## config.mk

```make
export PLATFORM = sky130hd
export DESIGN_NAME = kgrs_ram
export DESIGN_NICKNAME = d
export VERILOG_FILES = /design/src/sv/kgrs_ram.sv
export SDC_FILE = /design/constraint.sdc
export NUM_CORES = 1
export LEC_CHECK = 0
export CAP_MARGIN = 20
export CORE_MARGIN = 8
export CORE_UTILIZATION = 50
export DETAILED_ROUTE_END_ITERATION = 12
export DONT_BUFFER_PORTS = 1
export PLACE_DENSITY_LB_ADDON = 0.25
export SLEW_MARGIN = 20
export SYNTH_ARGS = -nofsm -noshare
export SYNTH_HDL_FRONTEND = slang
export SYNTH_SLANG_ARGS = --single-unit
```

## constraint.sdc

```tcl
create_clock -name clk -period 2 [get_ports clk]
set_input_delay 0.2 -clock clk [delete_from_list [all_inputs] [get_ports clk]]
set_output_delay 0.2 -clock clk [all_outputs]
set_load 0.05 [all_outputs]
```

## src/sv/kgrs_ram.sv

```systemverilog
// Generic single write port, single read port RAM with registered read data.
module kgrs_ram #(
  parameter int WIDTH = 8,
  parameter int DEPTH = 16
) (
  input  logic                                   clk,
  input  logic                                   we,
  input  logic [(DEPTH > 1 ? $clog2(DEPTH) : 1)-1:0] waddr,
  input  logic [WIDTH-1:0]                       wdata,
  input  logic [(DEPTH > 1 ? $clog2(DEPTH) : 1)-1:0] raddr,
  output logic [WIDTH-1:0]                       rdata
);

  logic [WIDTH-1:0] mem [DEPTH];

  // Write port and registered read port.
  always_ff @(posedge clk) begin
    if (we) begin
      mem[waddr] <= wdata;
    end
    rdata <= mem[raddr];
  end

endmodule

```

==> results of run 1 <==
## synth_stat cells
| library cell | n |
|---|---|
| or3b_2 | 1 |
| and2b_1 | 1 |
| a22oi_1 | 16 |
| mux4_2 | 18 |
| nand3_1 | 1 |
| nand2_1 | 9 |
| nand2b_1 | 2 |
| nor2b_1 | 1 |
| mux4_1 | 14 |
| dfxtp_1 | 8 |
| nand3b_1 | 2 |
| buf_4 | 1 |
| clkdlybuf4s25_2 | 3 |
| and2_1 | 1 |
| buf_2 | 3 |
| nor2_1 | 13 |
| edfxtp_1 | 128 |
| nor3_1 | 4 |
| buf_6 | 3 |
## metal layers
| metal | vias up | part of all wire | global-route usage |
|---|---|---|---|
| met5 | - | 0 | 0 |
| met4 | 0 | 0.013 | 0.0576 |
| met3 | 15 | 0.063 | 0.0556 |
| met2 | 69 | 0.50 | 0.241 |
| met1 | 1227 | 0.42 | 0.182 |
| li1 | 1048 | - | - |
## path summary, 6_finish.rpt
path	from	endpoint	cells past startpoint
worst min register to register	mem[15][2]	rdata[2]	3
worst max-delay path	raddr[1]	rdata[2]	4
worst max register to register	mem[1][0]	rdata[0]	3
worst min-delay path	raddr[1]	rdata[3]	3
## cells by family after synthesis
| kind of cell | synth area share |
|---|---|
| buf+inv | 0.0168 |
| simple gates | 0.0318 |
| mux | 0.150 |
| compound gates | 0.0233 |
| flops | 0.778 |
## state kept, by name, indices dropped and copies added (netlist names)
register,cells
mem,128
rdata,8
## power breakdown
group	switching (uW)	total, uW	internal [uW]
Clock	1160	3330	2170
Combinational	118	228	110
Sequential	89.5	3280	3190
Total	1370	6830	5460
## metrics by stage
step	total power, uW	std cells	util	setup WS, ns
floorplan	3490	229	-	0.307
global placement	3510	372	0.529	0.614
detailed placement	3510	372	0.529	0.532
CTS	6870	413	0.601	0.461
global route	7010	414	0.602	0.363
finish	6830	414	0.602	0.507
## worst max-delay path: stages
cell           delay [ns]
dlygate4sd3_1        1.01
mux4_1               0.40
a22oi_1              0.20
nand2_1              0.08
## cell type report
type,instances,area [um^2]
Sequential cell,136,4000
Clock inverter,13,218
Fill cell,715,4040
Tap cell,136,170
Timing Repair Buffer,27,228
Multi-Input combinational cell,83,1060
Clock buffer,19,422
## timing repair
item                                   CTS  global route
endpoints found under the hold margin  134             1
hold buffers                             9             1
setup buffers                            0             0
## cell usage in the layout, fill, tap and decap left out
| cell | Yosys | layout |
|---|---|---|
| or3b_2 | 1 | 1 |
| nor2_1 | 13 | 13 |
| inv_6 | 0 | 3 |
| nor2b_1 | 1 | 1 |
| nand2b_1 | 2 | 2 |
| edfxtp_1 | 128 | 128 |
| clkinvlp_4 | 0 | 2 |
| clkbuf_16 | 0 | 16 |
| and2_1 | 1 | 1 |
| dlygate4sd3_1 | 0 | 10 |
| dfxtp_1 | 8 | 8 |
| nand3b_1 | 2 | 2 |
| nand3_1 | 1 | 1 |
| nand2_1 | 9 | 9 |
| buf_4 | 1 | 17 |
| mux4_1 | 14 | 14 |
| clkbuf_1 | 0 | 2 |
| nor3_1 | 4 | 4 |
| and2b_1 | 1 | 1 |
| bufinv_16 | 0 | 5 |
| a22oi_1 | 16 | 16 |
| mux4_2 | 18 | 18 |
| clkinv_4 | 0 | 3 |
| clkbuf_8 | 0 | 1 |
==> run summary, run 1 <==
IO Pins: 26
Clock transition at path regs: 0.06 ns
Share of cells above drive strength 1: 0.237
Startpoint type of the worst setup path: input port
# resized after CTS: 0
Slew @ Worst Pin: 0.733 ns
Largest net degree at the start of global routing: 33
Initial drt markers: 241
DIE WIDTH: 117 um
# rows: 37
Clk buf depth: 2
Global Route Usage Sum: 0.150
Max-cap viol count: 0
Finish-stage setup viols: 0
Synth Register Bits: 136
Hold Crit Class: input port to flop
Htree depth: 4
CTS tree: built
Mapped cell area: 0.00515 mm^2
Wire per inst: 23.8 um
Fmax: 0.670 GHz
Gpl congestion: 0.697
Register area share after synthesis: 0.778
Power per cell area: 1120 mW/mm^2
Worst-path fanout max: 20
Status: finished, final reports clean
Worst VDD drop: 0.000677 V
RSZ-0062 raised after global routing: no
Area contributors post-synth: edfxtp_1, mux4_2, mux4_1, dfxtp_1, a22oi_1
Post-Place Cell Area: 0.00536 mm^2
Detailed Routing Iterations Pass 1: 4
Ant diodes: 0
Routed wire length: 9870 um
GR Overflow Total: 0
Initial Util: 0.508
Mapped Cells: 229
Mapped Avg Cell Area: 22.5 um^2
DRC: 0
Initial antenna violation count: 0
Finished Cell Area: 0.00610 mm^2
Nets: 283
Minimum clock period: 1.49 ns
Synthesis Warnings: 0
Final ANT Viol Nets: 0
Vias in the first global route: 2,511
CTS Sinks: 136
Pins Over Slew Limit: 0
Vias: 2,359
Crit end category: flop
Period utilization: 0.746
Setup TNS: 0 ns
Type of the worst setup path: input port to flop
Global-route wire length before repair: 15,000 um
Post-synthesis cell type count: 19
TritonCTS buffer count: 17
Input/output buffers: 0
Via density: 5.70
Area Overhead vs Synth: 18.5%
Post-Syn Nets: 247
Die Area: 0.0138 mm^2
Setup Skew: 0.00565 ns
Required @ worst endpoint: 2.41 ns
Core ar.: 0.0101 mm^2
Yosys top cell area share: 0.747
DPL Wire Length: 5850 um
Clock Root Buffer: clkbuf_8
Final hold violation count: 0
Leak: 0.00203 uW
Die Ht: 117 um
R2R setup slack: 0.55 ns
Worst hold slack: 0.0168 ns
Worst-Skew Late Latency: 0.52 ns
Crit path arrival time: 1.90 ns
Synth area leader: edfxtp_1
Slew headroom: 0.510
(Power assumes the default switching activity.)
==> run 2: changes to the inputs <==
- clock period: 2 -> 1.3 ns (I/O delays scaled with it)
==> run summary, run 2 (synthesized netlist as in run 1, its figures left out) <==
Max-cap viol count: 0
Initial antenna violation count: 0
Fmax: 0.777 GHz
Slowest stage cell, crit path: mux4_2
Die Ht: 117 um
Most common cell after layout, fill and taps aside: edfxtp_1
Failing checks: hold timing
DIE WIDTH: 117 um
Largest Register: mem
IO Pins: 26
Crit end category: flop
# rows: 37
Gpl congestion: 0.720
Nets: 288
Startpoint type of the worst setup path: flop
Post-Place Cell Area: 0.00541 mm^2
Power per cell area: 1710 mW/mm^2
Wire per inst: 22.4 um
Die Area: 0.0138 mm^2
Finished Cell Area: 0.00614 mm^2
Clock transition at path regs: 0.06 ns
Setup Skew: 0.00837 ns
DPL Wire Length: 5860 um
DRC: 0
Clock Root Buffer: clkbuf_8
CP Cell Sequence: mux4_2, a22oi_1, nand2_1
Period utilization: 0.990
Hold Crit Class: input port to flop
Worst hold slack: -0.0830 ns
GR Overflow Total: 0
Hold Buf Count CTS: 10
Pins Over Slew Limit: 0
Htree depth: 4
Slew headroom: 0.453
Filler cell count in the final layout: 735
Global-route wire length before repair: 14,300 um
Finish-stage setup viols: 0
Ant diodes: 0
Detailed Routing Iterations Pass 1: 4
Global Route Usage Sum: 0.142
Via density: 5.54
Required @ worst endpoint: 1.70 ns
Largest stage delay, worst path: 0.46 ns
RSZ-0062 raised after global routing: yes
Input/output buffers: 0
CTS Sinks: 136
Worst VDD drop: 0.00111 V
Largest regs: mem (128), rdata (8)
Most frequent cells in the layout: edfxtp_1, mux4_2, buf_4
Clk buf depth: 2
Worst-Skew Late Latency: 0.52 ns
Status: finished, violations left
Post-layout util: 0.605
Largest net degree at the start of global routing: 33
Minimum clock period: 1.29 ns
TritonCTS buffer count: 17
Max reg flops: 128
Leak: 0.00201 uW
Initial Util: 0.508
Share of cells above drive strength 1: 0.346
Worst-path fanout max: 1
Crit path arrival time: 1.68 ns
Routed wire length: 9370 um
Final ANT Viol Nets: 0
Area Overhead vs Synth: 19.3%
CTS tree: built
Initial drt markers: 157
Vias: 2,321
Core ar.: 0.0101 mm^2
Slew @ Worst Pin: 0.817 ns
Vias in the first global route: 2,487
Final hold violation count: 8
Type of the worst setup path: flop to flop
[run 2: worst max-delay path: cells and delay by family (launching register included)]
family	cells	cell delay [ns]
DFF	1	0.36
muxes	1	0.46
and+or+nand+nor	1	0.10
AOI/OAI and AO/OA	1	0.24
[run 2: what timing repair did]
item,in CTS,in global routing
pin swaps,2,7
hold endpoints to repair,168,8
gates resized for setup,10,13
endpoints found under the setup margin,8,10
buffers inserted,0,0
[run 2: worst paths after layout]
check,from,depth (start not counted),end,slack (ns)
hold reg to reg,mem[13][5],3,rdata[5],0.67
hold / removal,raddr[1],3,rdata[5],-0.08
setup reg to reg,mem[3][6],3,rdata[6],0.01
setup / recovery,mem[3][6],3,rdata[6],0.01
[run 2: final cells by class]
cell class,instances,area (um^2),share of cell area
clock buffers,17,414,0.0675
repair buffers,32,265,0.0432
multi-input cells,83,1050,0.172
flip-flops and latches,136,4010,0.653
well taps,136,170,0.0277
clock inverters,15,226,0.0369
[run 2: power by group]
group | total, uW | internal, uW | switching [uW]
logic | 403 | 190 | 212
registers | 5020 | 4910 | 111
clock network | 5060 | 3310 | 1750
[run 2: per-stage QoR]
stage,power [uW],instances,hold WS (ns),setup slack (ns),TNS [ns]
after floorplan,5370,229,0.229,-0.0961,-2.94
after global placement,5410,377,0.230,-0.0626,-0.114
after detailed placement,5410,377,0.230,-0.0620,-0.142
after CTS,10500,419,-0.111,0.000408,0
after global routing,10800,419,-0.0931,-0.0437,-0.0991
final,10500,419,-0.0830,0.0124,0
[run 2: metal layers]
metal  share of wire  wire, um  vias up  global-route usage
met5               0         0        -                   0
met4           0.010        97        0              0.0624
met3           0.061       572        7              0.0446
met2            0.48      4510       82               0.216
li1                -         -     1045                   -
met1            0.45      4190     1187               0.184
