<file path="src/sv/kgrs_pkg.sv">
// Shared types and constants for the keypoint grid radius search block.
package kgrs_pkg;

  // Input word command codes.
  localparam logic [1:0] CMD_CLEAR  = 2'd0;
  localparam logic [1:0] CMD_INSERT = 2'd1;
  localparam logic [1:0] CMD_QUERY  = 2'd2;

  // Result status codes.
  localparam logic [2:0] ST_STORED  = 3'd0;
  localparam logic [2:0] ST_OUTSIDE = 3'd1;
  localparam logic [2:0] ST_FULL    = 3'd2;
  localparam logic [2:0] ST_MATCH   = 3'd3;
  localparam logic [2:0] ST_NOMATCH = 3'd4;
  localparam logic [2:0] ST_CLEARED = 3'd5;

  // Configuration register indexes and reset value.
  localparam logic CFG_SCALE_X = 1'b0;
  localparam logic CFG_SCALE_Y = 1'b1;
  localparam logic [15:0] SCALE_RESET = 16'd6554;

  // Most matches one query delivers.
  localparam int RESULT_LIMIT = 64;

  // Result key index as it leaves the block.
  typedef logic [9:0] key_out_t;

  // Insert cell from the rounded scaled coordinate.
  typedef struct packed {
    logic       in_grid;
    logic [7:0] cx;
    logic [7:0] cy;
  } ins_cell_t;

  // Clamped query cell rectangle.
  typedef struct packed {
    logic       ok;
    logic [7:0] x0;
    logic [7:0] x1;
    logic [7:0] y0;
    logic [7:0] y1;
  } rect_t;

endpackage

</file>
<file path="src/sv/kgrs_bounds.sv">
// Scaled coordinate products and the insert cell and query rectangle built from them.
module kgrs_bounds #(
  parameter int GRID_COLS = 64,
  parameter int GRID_ROWS = 48
) (
  input  logic                   clk,
  input  logic [15:0]            px,
  input  logic [15:0]            py,
  input  logic [15:0]            rad,
  input  logic [15:0]            sx,
  input  logic [15:0]            sy,
  output kgrs_pkg::ins_cell_t    ins,
  output kgrs_pkg::rect_t        rect
);

  logic [31:0]        ins_x_r, ins_y_r;
  logic signed [33:0] lo_x_r, lo_y_r;
  logic [32:0]        hi_x_r, hi_y_r;
  logic signed [16:0] dlo_x, dlo_y;
  logic [16:0]        dhi_x, dhi_y;
  logic [32:0]        rnd_x, rnd_y;
  logic [33:0]        cil_x, cil_y;
  logic [13:0]        hx, hy;
  logic signed [13:0] lx, ly;

  assign dlo_x = $signed({1'b0, px}) - $signed({1'b0, rad});
  assign dlo_y = $signed({1'b0, py}) - $signed({1'b0, rad});
  assign dhi_x = {1'b0, px} + {1'b0, rad};
  assign dhi_y = {1'b0, py} + {1'b0, rad};

  // One register stage after the multipliers.
  always_ff @(posedge clk) begin
    ins_x_r <= 32'(px) * 32'(sx);
    ins_y_r <= 32'(py) * 32'(sy);
    lo_x_r  <= 34'(dlo_x) * $signed({18'd0, sx});
    lo_y_r  <= 34'(dlo_y) * $signed({18'd0, sy});
    hi_x_r  <= 33'(dhi_x) * 33'(sx);
    hi_y_r  <= 33'(dhi_y) * 33'(sy);
  end

  // Insert cell: round half up, then range check.
  assign rnd_x = {1'b0, ins_x_r} + 33'(1 << 19);
  assign rnd_y = {1'b0, ins_y_r} + 33'(1 << 19);
  assign ins.in_grid = (rnd_x[32:20] < 13'(GRID_COLS)) && (rnd_y[32:20] < 13'(GRID_ROWS));
  assign ins.cx = rnd_x[27:20];
  assign ins.cy = rnd_y[27:20];

  // Query rectangle: floor of the low edge, ceiling of the high edge, clamped.
  assign lx    = lo_x_r[33:20];
  assign ly    = lo_y_r[33:20];
  assign cil_x = {1'b0, hi_x_r} + 34'((1 << 20) - 1);
  assign cil_y = {1'b0, hi_y_r} + 34'((1 << 20) - 1);
  assign hx    = cil_x[33:20];
  assign hy    = cil_y[33:20];

  assign rect.ok = (lx[13] || (lx[12:0] < 13'(GRID_COLS))) &&
                   (ly[13] || (ly[12:0] < 13'(GRID_ROWS)));
  assign rect.x0 = lx[13] ? 8'd0 : lx[7:0];
  assign rect.y0 = ly[13] ? 8'd0 : ly[7:0];
  assign rect.x1 = (hx > 14'(GRID_COLS - 1)) ? 8'(GRID_COLS - 1) : hx[7:0];
  assign rect.y1 = (hy > 14'(GRID_ROWS - 1)) ? 8'(GRID_ROWS - 1) : hy[7:0];

endmodule

</file>
<file path="config.mk">
export PLATFORM = sky130hd
export DESIGN_NAME = kgrs_bounds
export DESIGN_NICKNAME = d
export VERILOG_FILES = /design/src/sv/kgrs_pkg.sv /design/src/sv/kgrs_bounds.sv
export SDC_FILE = /design/constraint.sdc
export NUM_CORES = 2
export LEC_CHECK = 0
export BUFFER_PORTS_ARGS = -buffer_cell sky130_fd_sc_hd__clkbuf_2
export CAP_MARGIN = 20
export CELL_PAD_IN_SITES_DETAIL_PLACEMENT = 0
export CELL_PAD_IN_SITES_GLOBAL_PLACEMENT = 1
export CORE_MARGIN = 2
export CORE_UTILIZATION = 56
export CTS_CLUSTER_DIAMETER = 60
export DETAILED_ROUTE_END_ITERATION = 10
export PLACE_DENSITY = 0.95
export RECOVER_POWER = 50
export SYNTH_ARGS = -nofsm -noshare
export SYNTH_HDL_FRONTEND = slang
export SYNTH_SLANG_ARGS = --single-unit
</file>
<file path="constraint.sdc">
create_clock -name clk -period 20.5 [get_ports clk]
set_input_delay 4.1 -clock clk [delete_from_list [all_inputs] [get_ports clk]]
set_output_delay 4.1 -clock clk [all_outputs]
set_load 0.005 [all_outputs]
</file>
==> summary by stage <==
Status
The flow ran to the end, but the final reports show violations. The final reports fail on max-capacitance violations, max-slew violations.

Synthesis
Ranked by instance count, the synthesized netlist is headed by inv_1 (1674), fa_1 (1360), nand2_1 (1001). Ranked by total cell area, the synthesized netlist is headed by fa_1 (44%), ha_1 (13%), inv_1 (10%). Dividing the synthesized area by the synthesized cell count gives 8.72 sq um. The synthesized flop and latch total is 120. The share of the Yosys chip area taken by registers is 0.0387.

After synthesis, the netlist uses between 90 and 100 different library cells. The most common flop cell mapped by yosys is dfxtp_1. The post-synth design cell area is around 62000 sq um. The async set-reset flop share out of synthesis is 0.

The share of synthesized area in the top cell type comes to 0.439. Counting every instance in the synthesized netlist gives just over 7000. Counting flops with a built-in enable in the synthesized netlist gives 0.

By instance count, the leading cell after synthesis is inv_1. The number of warning messages in the yosys log is 0. fa_1 takes more of the synthesized area than any other cell.

CTS
TritonCTS built the clock tree. Hold repair after CTS inserted 0 buffers. The clock slew seen by the registers of the worst setup and hold paths is about 0.07 ns. The maximum number of buffers from clock root to sink is 2.

The count of clock tree sinks is 120. The number of buffers created by CTS is 17. CTS built an H-tree with a depth of 4.

In this run, post-CTS repair resized a total of 0 instances. The number of setup buffers added after CTS is 0. The root buffer cell is clkbuf_16.

Global route
The maximum number of pins on one net before global-route repair is 58. The number of global-route vias before repair came to 51400. The initial antenna violation count is 3. In the global route stage, overall resource usage came out at 0.305.

The first global-routing pass estimated approximately 270 mm of wire. The total overflow left after global routing is 0.

Floorplanning
In this run the standard cell core region covers between 100000 and 150000 sq um. The floorplan die area is around 110000 sq um. The die boundary height is about 340 um. The number of placement rows is 122.

The initial cell density of the core is 0.562. During I/O placement, the number of pins put on the boundary was 131. The horizontal die dimension is between 300 and 400 um.

Setup path
The required time of the critical path is between 20 and 25 ns. In this run the worst path has a maximum fanout of 16. The slowest cell on the critical path is xnor2_1.

The cell that appears most often on the critical path is fa_1. The classification of the worst setup path is in -> reg. STA puts the critical path data arrival time at between 10 and 15 ns.

In this design, the stage delay of the slowest critical-path cell is approximately 1.4 ns. The critical path startpoint category is an input port. The capturing element type of the critical path is a flop.

Worst hold path
The path class of the lowest-slack min-delay path is in -> reg. Along the worst hold path, the cell count comes to 3.

Timing
Setup repair after global routing left no endpoint under its margin. The final count of negative-setup-slack endpoints is 0. Timing would allow up to slightly above 70 MHz.

The final count of hold timing violations is 0. The minimum clock period is around 14 ns. Dividing the final minimum period by the clock period gives 0.672. The total negative setup slack is 0 ns. The slew of the pin with the lowest slew margin is approximately 2.2 ns.

The number of pins exceeding their max-slew limit in the final report is about 90. The headroom to the max-slew limit is -0.501.

Placed design
The number of input and output port buffers inserted is around 130. Routability-driven placement finished with a final weighted congestion of approximately 0.96. Detailed placement finished with a half-perimeter wire length of about 130 mm.

Finish
The final layout contains 9086 nets. In the final layout, the share of cells above drive strength 1 is 0.0425. Compared with the post-synthesis result, the final layout area differs by 3.98%.

Route
Wires add up to ~160 mm. For this run, the detailed router's first-pass iteration total came to 9. Once detail routing completed, the nets flagged for antenna violations numbered 0. The via total after detailed routing is around 48000. In the routed design, unresolved DRC markers number 0. After the first detailed-routing iteration, the DRC count stood at ~3400. The post-detailed-route via-to-cell ratio is 5.60.

Dividing the detail-routed wire length by the instance count gives ~19 um.

Run
The tool flagged a number of max-cap violations equal to 5.
==> registers in the layout (all words and copies together) (netlist names) <==
name     cells
ins_y_r     13
lo_y_r      14
lo_x_r      14
hi_y_r      33
hi_x_r      33
ins_x_r     13
==> logic make-up (layout without fill, tap and decap cells) <==
logic type / count (synthesis) / in the layout / synth area share
simple gates: 2137 / 2137 / 0.166
buf+inv: 2032 / 1924 / 0.124
fa+ha+maj: 2008 / 2008 / 0.569
compound gates: 580 / 580 / 0.0662
xor+xnor: 175 / 175 / 0.0247
flops: 120 / 120 / 0.0387
mux: 62 / 62 / 0.0106
other cells: 1 / 7 / 0.0000604
==> routing by layer <==
layer  up-vias  track usage  share of wire
met2      1986        0.516           0.48
met5         -            0              0
met3       420       0.0576          0.091
met4         0        0.117          0.039
li1      21200            -              -
met1     24100        0.387           0.39
==> critical path: cells and delay by family <==
kind,cells,cell delay (ns)
adder cells (fa/ha/maj),8,3.95
AO/OA/AOI/OAI,10,1.95
XOR/XNOR,1,1.35
buffers and inverters,7,1.65
AND/OR/NAND/NOR,5,1.23
==> layout by cell type, fill, tap and decap left out, types with 17 or more instances in the layout <==
cell / count
a21o_1: 54
nand2_1: 1001
and2_1: 494
a21oi_1: 142
o21a_1: 21
a211oi_1: 23
nand2b_1: 77
o211ai_1: 19
mux2_2: 30
xor2_1: 41
buf_4: 82
nor4_1: 21
clkbuf_16: 17
dfxtp_1: 120
clkbuf_2: 90
xnor2_1: 114
and3_1: 39
ha_1: 648
nand3_1: 64
clkbuf_1: 36
fa_1: 1360
o221ai_1: 17
o21ai_0: 73
mux2i_1: 31
o21bai_1: 26
nor2_1: 181
nor3_1: 72
nand4_1: 23
a31oi_1: 42
nor2b_1: 91
inv_1: 1674
==> through the flow <==
| step | worst slack, ns | instances | instance area (sq um) | util | hold WS, ns |
|---|---|---|---|---|---|
| global route | 6.37 | 8498 | 64500 | 0.585 | 4.22 |
| finish | 6.72 | 8501 | 64500 | 0.585 | 4.19 |
| detailed placement | 6.60 | 8464 | 64000 | 0.580 | 4.58 |
| global placement | 6.94 | 8464 | 64000 | 0.580 | 4.59 |
| CTS | 7.15 | 8496 | 64600 | 0.585 | 4.11 |
| floorplan | 8.32 | 7118 | 62100 | - | 4.40 |
==> worst paths after layout <==
check | end | from
setup / recovery | hi_y_r[30]$_DFF_P_ | py[1]
hold / removal | hi_y_r[0]$_DFF_P_ | sy[0]
==> layout make-up <==
class                      instances  area, sq um
multi-input combinational       4966        52100
fill                            9690        45800
inverter                        1683         6320
sequential                       120         2400
tap                             1488         1860
timing repair buffer             209         1200
clock buffer                      18          429
clock inverter                    14          164
antenna                            3         7.51
Power is left out: the tool's default activity adds up to more than one toggle a clock period on the data nets, which glitch-free logic cannot reach.
